`src/sv/tmcs_pkg.sv`:
```
package tmcs_pkg;

    localparam int MAX_MIPS     = 16;
    localparam int FORMAT_COUNT = 61;

    localparam int FMT_W     = 6;
    localparam int DIM_W     = 15;
    localparam int DEPTH_W   = 12;
    localparam int CNT_W     = 5;
    localparam int LVL_W     = 4;
    localparam int BYTES_W   = 5;
    localparam int ROW_W     = 19;
    localparam int SLICE_W   = 33;
    localparam int MIPB_W    = 44;
    localparam int TOTAL_W   = 45;

    // Intermediate product widths before saturation.
    localparam int BXB_W       = DIM_W + BYTES_W;
    localparam int SLICE_RAW_W = BXB_W + DIM_W;
    localparam int MIPB_RAW_W  = SLICE_RAW_W + DEPTH_W;

    // Compressed formats use 4x4 blocks.
    localparam int BLK_SHIFT = 2;

    localparam int Q_DEPTH = 2;
    localparam int Q_PTR_W = $clog2(Q_DEPTH);
    localparam int Q_CNT_W = $clog2(Q_DEPTH + 1);

    typedef struct packed {
        logic [FMT_W-1:0]   pixel_format;
        logic [DIM_W-1:0]   base_width;
        logic [DIM_W-1:0]   base_height;
        logic [DEPTH_W-1:0] base_depth;
        logic [CNT_W-1:0]   mip_count;
    } request_t;

    typedef struct packed {
        logic [LVL_W-1:0]   mip_level;
        logic [ROW_W-1:0]   row_pitch;
        logic [SLICE_W-1:0] slice_pitch;
        logic [MIPB_W-1:0]  mip_bytes;
        logic [TOTAL_W-1:0] running_total;
        logic               last;
    } result_t;

    typedef struct packed {
        logic [BYTES_W-1:0] bytes;
        logic               blk4;
    } fmt_t;

    // Classified request, as held between front and back.
    typedef struct packed {
        logic [BYTES_W-1:0] bytes;
        logic               blk4;
        logic [DIM_W-1:0]   base_width;
        logic [DIM_W-1:0]   base_height;
        logic [DEPTH_W-1:0] base_depth;
        logic [LVL_W-1:0]   last_level;
    } job_t;

    typedef struct packed {
        logic [LVL_W-1:0] lvl;
        logic             first;
        logic             last;
    } lvl_ctrl_t;

    // Queue handshake seen by the back end.
    typedef struct packed {
        logic head_valid;
        logic pop;
    } q_ctrl_t;

    function automatic fmt_t fmt_lookup(input logic [FMT_W-1:0] idx);
        fmt_t f;
        f = '0;
        unique case (idx) inside
            [6'd1:6'd4]:   f = '{bytes: 5'd1,  blk4: 1'b0};
            [6'd5:6'd16]:  f = '{bytes: 5'd2,  blk4: 1'b0};
            [6'd17:6'd31]: f = '{bytes: 5'd4,  blk4: 1'b0};
            [6'd32:6'd39]: f = '{bytes: 5'd8,  blk4: 1'b0};
            [6'd40:6'd42]: f = '{bytes: 5'd12, blk4: 1'b0};
            [6'd43:6'd45]: f = '{bytes: 5'd16, blk4: 1'b0};
            6'd46:         f = '{bytes: 5'd4,  blk4: 1'b0};
            6'd47:         f = '{bytes: 5'd8,  blk4: 1'b1};
            [6'd48:6'd49]: f = '{bytes: 5'd16, blk4: 1'b1};
            [6'd50:6'd51]: f = '{bytes: 5'd8,  blk4: 1'b1};
            [6'd52:6'd56]: f = '{bytes: 5'd16, blk4: 1'b1};
            6'd57:         f = '{bytes: 5'd2,  blk4: 1'b0};
            [6'd58:6'd59]: f = '{bytes: 5'd4,  blk4: 1'b0};
            6'd60:         f = '{bytes: 5'd8,  blk4: 1'b0};
            default:       f = '0;
        endcase
        return f;
    endfunction

endpackage

```
`src/sv/tmcs_front.sv`:
```
module tmcs_front (
    input  logic              s_valid,
    output logic              s_ready,
    input  tmcs_pkg::request_t s_request,
    output logic              push_valid,
    input  logic              push_ready,
    output tmcs_pkg::job_t    push_job
);
    import tmcs_pkg::*;

    fmt_t fmt;

    assign s_ready    = push_ready;
    assign push_valid = s_valid;

    always_comb begin
        fmt = '0;
        if (s_request.pixel_format < FMT_W'(FORMAT_COUNT)) begin
            fmt = fmt_lookup(s_request.pixel_format);
        end
        push_job.bytes       = fmt.bytes;
        push_job.blk4        = fmt.blk4;
        push_job.base_width  = s_request.base_width;
        push_job.base_height = s_request.base_height;
        push_job.base_depth  = s_request.base_depth;
        push_job.last_level  = '0;
        // An empty mip chain still gives one all-zero result: drop the format.
        priority if (s_request.mip_count == '0) begin
            push_job.bytes = '0;
        end else if (s_request.mip_count > CNT_W'(MAX_MIPS)) begin
            push_job.last_level = LVL_W'(MAX_MIPS - 1);
        end else begin
            push_job.last_level = LVL_W'(s_request.mip_count - CNT_W'(1));
        end
    end

endmodule

```
`src/sv/tmcs_queue.sv`:
```
module tmcs_queue (
    input  logic           aclk,
    input  logic           aresetn,
    input  logic           push_valid,
    output logic           push_ready,
    input  tmcs_pkg::job_t push_job,
    output tmcs_pkg::job_t head_job,
    output logic           head_valid,
    input  logic           pop
);
    import tmcs_pkg::*;

    job_t               entry_reg [Q_DEPTH];
    logic [Q_PTR_W-1:0] wr_ptr_reg, wr_ptr_next;
    logic [Q_PTR_W-1:0] rd_ptr_reg, rd_ptr_next;
    logic [Q_CNT_W-1:0] count_reg, count_next;
    logic               push;

    assign push_ready = (count_reg != Q_CNT_W'(Q_DEPTH));
    assign head_valid = (count_reg != '0);
    assign head_job   = entry_reg[rd_ptr_reg];
    assign push       = push_valid && push_ready;

    always_comb begin
        wr_ptr_next = push ? wr_ptr_reg + 1'b1 : wr_ptr_reg;
        rd_ptr_next = pop ? rd_ptr_reg + 1'b1 : rd_ptr_reg;
        count_next  = count_reg;
        unique case ({push, pop})
            2'b10:   count_next = count_reg + 1'b1;
            2'b01:   count_next = count_reg - 1'b1;
            default: count_next = count_reg;
        endcase
    end

    always_ff @(posedge aclk) begin
        if (!aresetn) begin
            wr_ptr_reg <= '0;
            rd_ptr_reg <= '0;
            count_reg  <= '0;
        end else begin
            wr_ptr_reg <= wr_ptr_next;
            rd_ptr_reg <= rd_ptr_next;
            count_reg  <= count_next;
        end
    end

    always_ff @(posedge aclk) begin
        if (push) begin
            entry_reg[wr_ptr_reg] <= push_job;
        end
    end

endmodule

```
`src/sv/tmcs_back.sv`:
```
module tmcs_back (
    input  logic              aclk,
    input  logic              aresetn,
    input  tmcs_pkg::job_t    head_job,
    input  logic              head_valid,
    output logic              pop,
    output logic              m_valid,
    input  logic              m_ready,
    output tmcs_pkg::result_t m_result
);
    import tmcs_pkg::*;

    function automatic logic [DIM_W-1:0] to_blocks(input logic [DIM_W-1:0] s,
                                                   input logic blk4);
        logic [DIM_W:0] r;
        r = blk4 ? (({1'b0, s} + (DIM_W+1)'(3)) >> BLK_SHIFT) : {1'b0, s};
        return (r == '0) ? DIM_W'(1) : r[DIM_W-1:0];
    endfunction

    q_ctrl_t q;
    logic    adv, issue;

    logic [LVL_W-1:0] lvl_reg, lvl_next;

    logic                s1_vld_reg;
    lvl_ctrl_t           s1_ctrl_reg, s1_ctrl_next;
    logic [BYTES_W-1:0]  s1_bytes_reg;
    logic [DIM_W-1:0]    s1_bx_reg, s1_bx_next, s1_by_reg, s1_by_next;
    logic [DEPTH_W-1:0]  s1_dz_reg, s1_dz_next, dz_shift;

    logic                s2_vld_reg;
    lvl_ctrl_t           s2_ctrl_reg;
    logic [BXB_W-1:0]    s2_bxb_reg, s2_bxb_next;
    logic [DIM_W-1:0]    s2_by_reg;
    logic [DEPTH_W-1:0]  s2_dz_reg;

    logic                 s3_vld_reg;
    lvl_ctrl_t            s3_ctrl_reg;
    logic [ROW_W-1:0]     s3_row_reg;
    logic [SLICE_RAW_W-1:0] s3_slice_reg, s3_slice_next;
    logic [DEPTH_W-1:0]   s3_dz_reg;

    logic                 s4_vld_reg;
    lvl_ctrl_t            s4_ctrl_reg;
    logic [ROW_W-1:0]     s4_row_reg;
    logic [SLICE_W-1:0]   s4_slice_reg, s4_slice_next;
    logic [MIPB_RAW_W-1:0] s4_mipb_reg, s4_mipb_next;

    logic                 m_valid_reg;
    result_t              m_result_reg, m_result_next;
    logic [MIPB_W-1:0]    mipb_sat;
    logic [TOTAL_W:0]     total_sum;

    // Whole pipeline advances together whenever the output slot frees up.
    assign adv          = !m_valid_reg || m_ready;
    assign q.head_valid = head_valid;
    assign issue        = adv && q.head_valid;
    assign q.pop        = issue && (lvl_reg == head_job.last_level);
    assign pop          = q.pop;

    always_comb begin
        lvl_next = lvl_reg;
        priority if (q.pop) begin
            lvl_next = '0;
        end else if (issue) begin
            lvl_next = lvl_reg + 1'b1;
        end
        s1_ctrl_next.lvl   = lvl_reg;
        s1_ctrl_next.first = (lvl_reg == '0);
        s1_ctrl_next.last  = (lvl_reg == head_job.last_level);
        s1_bx_next = to_blocks(head_job.base_width >> lvl_reg, head_job.blk4);
        s1_by_next = to_blocks(head_job.base_height >> lvl_reg, head_job.blk4);
        dz_shift   = head_job.base_depth >> lvl_reg;
        s1_dz_next = (dz_shift == '0) ? DEPTH_W'(1) : dz_shift;

        s2_bxb_next   = BXB_W'(s1_bx_reg) * BXB_W'(s1_bytes_reg);
        s3_slice_next = SLICE_RAW_W'(s2_bxb_reg) * SLICE_RAW_W'(s2_by_reg);
        s4_mipb_next  = MIPB_RAW_W'(s3_slice_reg) * MIPB_RAW_W'(s3_dz_reg);
        s4_slice_next = (|s3_slice_reg[SLICE_RAW_W-1:SLICE_W]) ? '1
                                                              : s3_slice_reg[SLICE_W-1:0];

        mipb_sat  = (|s4_mipb_reg[MIPB_RAW_W-1:MIPB_W]) ? '1 : s4_mipb_reg[MIPB_W-1:0];
        total_sum = (s4_ctrl_reg.first ? (TOTAL_W+1)'(0)
                                       : {1'b0, m_result_reg.running_total})
                  + (TOTAL_W+1)'(mipb_sat);

        m_result_next.mip_level     = s4_ctrl_reg.lvl;
        m_result_next.row_pitch     = s4_row_reg;
        m_result_next.slice_pitch   = s4_slice_reg;
        m_result_next.mip_bytes     = mipb_sat;
        m_result_next.running_total = total_sum[TOTAL_W] ? '1 : total_sum[TOTAL_W-1:0];
        m_result_next.last          = s4_ctrl_reg.last;
    end

    always_ff @(posedge aclk) begin
        if (!aresetn) begin
            lvl_reg     <= '0;
            s1_vld_reg  <= 1'b0;
            s2_vld_reg  <= 1'b0;
            s3_vld_reg  <= 1'b0;
            s4_vld_reg  <= 1'b0;
            m_valid_reg <= 1'b0;
        end else begin
            lvl_reg <= lvl_next;
            if (adv) begin
                s1_vld_reg  <= issue;
                s2_vld_reg  <= s1_vld_reg;
                s3_vld_reg  <= s2_vld_reg;
                s4_vld_reg  <= s3_vld_reg;
                m_valid_reg <= s4_vld_reg;
            end
        end
    end

    always_ff @(posedge aclk) begin
        if (adv) begin
            s1_ctrl_reg  <= s1_ctrl_next;
            s1_bytes_reg <= head_job.bytes;
            s1_bx_reg    <= s1_bx_next;
            s1_by_reg    <= s1_by_next;
            s1_dz_reg    <= s1_dz_next;

            s2_ctrl_reg <= s1_ctrl_reg;
            s2_bxb_reg  <= s2_bxb_next;
            s2_by_reg   <= s1_by_reg;
            s2_dz_reg   <= s1_dz_reg;

            s3_ctrl_reg  <= s2_ctrl_reg;
            s3_row_reg   <= s2_bxb_reg[ROW_W-1:0];
            s3_slice_reg <= s3_slice_next;
            s3_dz_reg    <= s2_dz_reg;

            s4_ctrl_reg  <= s3_ctrl_reg;
            s4_row_reg   <= s3_row_reg;
            s4_slice_reg <= s4_slice_next;
            s4_mipb_reg  <= s4_mipb_next;

            if (s4_vld_reg) begin
                m_result_reg <= m_result_next;
            end
        end
    end

    assign m_valid  = m_valid_reg;
    assign m_result = m_result_reg;

endmodule

```
`src/sv/texture_mip_chain_size_core.sv`:
```
// The first result of a request passes the queue entry, stages s1 to s4 and the output register.
// One result per cycle while m_ready does not stall the output; a request occupies the level
//   sequencer for max(1, min(mip_count, 16)) levels, so up to 16 levels per request.
// The front takes a new request whenever the two-entry queue has room.
// Reset: synchronous, active low; clears queue pointers, level counter and valid bits.
module texture_mip_chain_size_core (
    input  logic               aclk,
    input  logic               aresetn,
    input  logic               s_valid,
    output logic               s_ready,
    input  tmcs_pkg::request_t s_request,
    output logic               m_valid,
    input  logic               m_ready,
    output tmcs_pkg::result_t  m_result
);
    import tmcs_pkg::*;

    // Front: format lookup, mip count clamping, empty-chain handling.
    logic push_valid, push_ready;
    job_t push_job;

    // Queue head as seen by the back end.
    job_t head_job;
    logic head_valid, pop;

    tmcs_front u_front (
        .s_valid    (s_valid),
        .s_ready    (s_ready),
        .s_request  (s_request),
        .push_valid (push_valid),
        .push_ready (push_ready),
        .push_job   (push_job)
    );

    // Short queue: lets the front keep taking requests while the back drains levels.
    tmcs_queue u_queue (
        .aclk       (aclk),
        .aresetn    (aresetn),
        .push_valid (push_valid),
        .push_ready (push_ready),
        .push_job   (push_job),
        .head_job   (head_job),
        .head_valid (head_valid),
        .pop        (pop)
    );

    // Back: level sequencer feeding a stalling pipeline:
    // block counts, bytes per row, slice product, depth product, saturate and accumulate.
    tmcs_back u_back (
        .aclk       (aclk),
        .aresetn    (aresetn),
        .head_job   (head_job),
        .head_valid (head_valid),
        .pop        (pop),
        .m_valid    (m_valid),
        .m_ready    (m_ready),
        .m_result   (m_result)
    );

    // Level 0 starts the running total from its own size.
    a_first_total: assert property (@(posedge aclk) disable iff (!aresetn)
        (m_valid && m_result.mip_level == '0)
            |-> (m_result.running_total == TOTAL_W'(m_result.mip_bytes)))
        else $error("running total at level 0 differs from mip size");

    // A zero row means a zero-sized format, so the slice must be zero too.
    a_row_slice: assert property (@(posedge aclk) disable iff (!aresetn)
        m_valid |-> ((m_result.row_pitch == '0) == (m_result.slice_pitch == '0)))
        else $error("row pitch and slice pitch disagree on zero");

    // Depth is clamped to at least one, so a level is never smaller than one slice.
    a_mip_ge_slice: assert property (@(posedge aclk) disable iff (!aresetn)
        m_valid |-> (m_result.mip_bytes >= MIPB_W'(m_result.slice_pitch)))
        else $error("mip size below slice pitch");

    // No push is lost: a request seen while the queue is full must be held off.
    a_no_overrun: assert property (@(posedge aclk) disable iff (!aresetn)
        (s_valid && !push_ready) |-> !s_ready)
        else $error("request accepted into a full queue");

endmodule
```
`config.mk`:
```
export PLATFORM = sky130hd
export DESIGN_NAME = texture_mip_chain_size_core
export DESIGN_NICKNAME = d
export VERILOG_FILES = /design/src/sv/tmcs_pkg.sv /design/src/sv/tmcs_front.sv /design/src/sv/tmcs_queue.sv /design/src/sv/tmcs_back.sv /design/src/sv/texture_mip_chain_size_core.sv
export SDC_FILE = /design/constraint.sdc
export NUM_CORES = 2
export LEC_CHECK = 0
export BUFFER_PORTS_ARGS = -buffer_cell sky130_fd_sc_hd__clkbuf_2
export CAP_MARGIN = 20
export CELL_PAD_IN_SITES_DETAIL_PLACEMENT = 1
export CELL_PAD_IN_SITES_GLOBAL_PLACEMENT = 2
export CORE_UTILIZATION = 35
export CTS_BUF_LIST = sky130_fd_sc_hd__clkbuf_16
export DETAILED_ROUTE_END_ITERATION = 7
export GPL_TIMING_DRIVEN = 0
export PLACE_DENSITY_LB_ADDON = 0.1
export SKIP_CTS_REPAIR_TIMING = 1
export SLEW_MARGIN = 20
export SYNTH_ARGS = -nofsm -noshare
export SYNTH_HDL_FRONTEND = slang
export SYNTH_SLANG_ARGS = --single-unit
```
`constraint.sdc`:
```
create_clock -name aclk -period 29.8 [get_ports aclk]
set_clock_uncertainty 0.2 [all_clocks]
set_input_delay 5.96 -clock aclk [delete_from_list [all_inputs] [get_ports aclk]]
set_output_delay 5.96 -clock aclk [all_outputs]
set_load 0.01 [all_outputs]
```
==> impl_results.md <==
* Routed length per instance at 20.8 µm
* Area occupied by multi-input gates at around 0.029 mm²
* Number of synthesized flops with an enable pin at around 530
* Mux share of post-synthesis cell area at 0.0321
* Max Cap Viol at 0
* Slowest stage cell, crit path: clkbuf_1
* Fill count at between 15,000 and 20,000
* Crit. End Element: flop
* Compound-Gate Fraction of Synth Area at 0.0713
* Crit share post-route at 0.273
* Setup TNS at 0 ns
* Fin nets at 5,720
* Pre-antenna DRT Iters at 5
* CP required at approximately 30 ns
* Post-route ant nets at 0
* Commonest non-fill, non-tap cell in the layout: inv_1
* Adder-cell share of the synthesized area at 0.317
* Initial antenna violation count at 5
* Commonest non-fill, non-tap cells in the layout: 701 x inv_1, 658 x nand2_1, 602 x fa_1
* Most used cell, CP: fa_1
* Flops & latches, synth at 547
* Syn Nets at approximately 5,400
* RSZ-0062 raised after global routing: false
* Post-synthesis simple-gate area fraction at 0.147
* Worst r2r src: u_back.s3_dz_reg[6]$_DFFE_PN_
* Bufs and invs on worst path at 5
* Peak Freq at ~120 MHz
* Reg2Reg Setup Slack at 21.66 ns
* Syn Area/Cell at around 11 µm²
* Starting Density at 0.352
* HP Class: flop to flop
* Die width at 374 µm
* Register Area at about 0.016 mm²
* First-pass GRT wire length at ~220,000 µm
* Final Critical Period at around 8 ns
* Vias in the first global route at roughly 36,000
* Worst path depth at 22
* H-tree lvl count at 3
* Drt total wl at 138,000 µm
* Most used flip-flop cell after synthesis: edfxtp_1
* Setup Viol. Count Final at 0
* Post-DP HPWL at approximately 110,000 µm
* FFs w/ async S/R, synth at 0
* Site Rows at ~140
* Worst setup endpoint: u_back.s4_mipb_reg[43]$_DFFE_PN_
* Final hold viol count at 0
* Initial DRC Count at roughly 1,400
* CTS tree: yes
* Root Driver: clkbuf_16
* Worst-path cell chain: clkbuf_1 -> clkbuf_1 -> nand2_1 -> fa_1 -> inv_1 -> fa_1 -> fa_1 -> fa_1 -> inv_1 -> fa_1 -> inv_1 -> ha_1 -> nand3_1 -> a2111oi_0 -> a21oi_1 -> a211oi_1 -> o21ai_0 -> a211oi_1 -> o21ai_0 -> o21ai_0 -> o41ai_1 -> xnor2_1
* Sequential area share after synthesis at 0.337
* Slew at the pin closest to its max-slew limit at 1.10 ns
* Worst skew pair latency at approximately 0.7 ns
* Largest net degree at the start of global routing at about 100
* Crit path max fanout at 10
* Port bufs at about 200
* Die height at approximately 370 µm
* Post-synthesis cell area at 0.0484 mm²
* Xor/xnor share of the synthesized area at 0.0241
* Startpoint types: flop
* Post-synthesis instance total at ~4,500
* Slowest stage delay, CP at a little over 0.7 ns
* Crit Path Class: flop to flop
* Clock sinks at 547
* Setup crit start: u_back.s3_dz_reg[6]$_DFFE_PN_
* Layout cells sized above 1 at 0.0843
* Die ar. at 0.140 mm²
* Relative slew slack at 0.261
* Synth warn at 0
* Main combinational cell family by area after synthesis: adder cells
* I/O pins at slightly above 200
* Drt via density at slightly below 5
* Status: completed
* Number of flip-flops under the largest register name at about 150
* CP delay by family, top: adder cells
* Yosys cell types at between 80 and 90
* Bufs on Longest Clock Path at 3
* Worst Path Arrival at a little over 8 ns
* Drt drc at 0
* Via Count at 32,500
* Area grow syn2layout at 11.8%
* R2R cell count at 22
* Total GRT Usage at 0.202
* Clk pin slew, worst setup/hold paths at around 0.06 ns
* Max Slew Vio Count at 0
* Gpl congestion at slightly below 0.9
* Reg2reg end: u_back.s4_mipb_reg[43]$_DFFE_PN_
* GRT overflow at 0
* Placeable Area at ~0.14 mm²
* CTS Buf Count at 68
-- area by class of cell --
type	count	share of cell area
multi-input cells	3075	0.530
inverters	690	0.0481
plain buffers	207	0.0163
flip-flops and latches	547	0.301
diodes	1	0.0000463
repair buffers	212	0.0228
clock inverters	54	0.00843
well taps	1794	0.0415
clock buffers	69	0.0320
-- cells in the mapped netlist, types with 16 or more instances --
| cell | n | area [µm²] |
|---|---|---|
| nor3_1 | 28 | 140 |
| xor2_1 | 40 | 350 |
| a21o_1 | 71 | 533 |
| ha_1 | 260 | 3250 |
| edfxtp_1 | 533 | 16000 |
| a31oi_1 | 16 | 100 |
| a211oi_1 | 26 | 195 |
| clkbuf_1 | 182 | 683 |
| nand2b_1 | 65 | 407 |
| inv_1 | 688 | 2580 |
| mux4_2 | 30 | 676 |
| a21oi_1 | 152 | 761 |
| mux2i_1 | 50 | 500 |
| xnor2_1 | 93 | 815 |
| or3_1 | 48 | 300 |
| mux2_2 | 17 | 191 |
| nor2_1 | 130 | 488 |
| o21bai_1 | 20 | 150 |
| and2_1 | 340 | 2130 |
| o21ai_0 | 85 | 425 |
| nor2b_1 | 68 | 425 |
| nand2_1 | 658 | 2470 |
| fa_1 | 602 | 12100 |
| o21a_1 | 32 | 240 |
| nand3_1 | 37 | 185 |
-- stage by stage --
step,setup slack (ns),hold WS (ns),area [µm²],utilization,instances
6_report,21.66,0.209,54000,0.394,6649
5_1_grt,21.09,0.214,54000,0.394,6648
4_1_cts,21.42,0.200,54000,0.394,6648
3_5_place_dp,21.18,0.205,51900,0.378,6525
3_3_place_gp,8.84,0.202,51600,0.376,6515
2_1_floorplan,13.60,0.200,48400,-,4519
-- metal layers --
| metal | track usage | part of all wire | vias up |
|---|---|---|---|
| li1 | - | - | 15300 |
| met1 | 0.267 | 0.46 | 16600 |
| met2 | 0.350 | 0.49 | 470 |
| met3 | 0.0198 | 0.026 | 158 |
| met4 | 0.0566 | 0.024 | 0 |
| met5 | 0 | 0 | - |
-- cell families after synthesis --
| logic type | after synthesis |
|---|---|
| compound gates | 523 |
| xor+xnor | 133 |
| fa+ha+maj | 863 |
| buf+inv | 897 |
| flops | 547 |
| mux | 104 |
| simple gates | 1452 |
-- worst min-delay path by stage --
stage                                            startpoint                                   to  cells after the start
after floorplan           u_back.m_result_next[0]$_DFFE_PN_         u_back.m_result[0]$_DFFE_PP_                      0
after global placement      u_back.s2_ctrl_reg[1]$_DFFE_PN_      u_back.s3_ctrl_reg[1]$_DFFE_PN_                      0
after detailed placement    u_back.s3_ctrl_reg[3]$_DFFE_PN_  u_back.m_result_next[143]$_DFFE_PN_                      0
after CTS                     u_back.s2_dz_reg[5]$_DFFE_PN_        u_back.s3_dz_reg[5]$_DFFE_PN_                      0
after global routing        u_back.s1_ctrl_reg[2]$_DFFE_PN_      u_back.s2_ctrl_reg[2]$_DFFE_PN_                      0
final                         u_back.s2_dz_reg[5]$_DFFE_PN_        u_back.s3_dz_reg[5]$_DFFE_PN_                      0
Power is not shown: default switching activity piles up to over one toggle a cycle in this logic, so the estimate is an artifact.
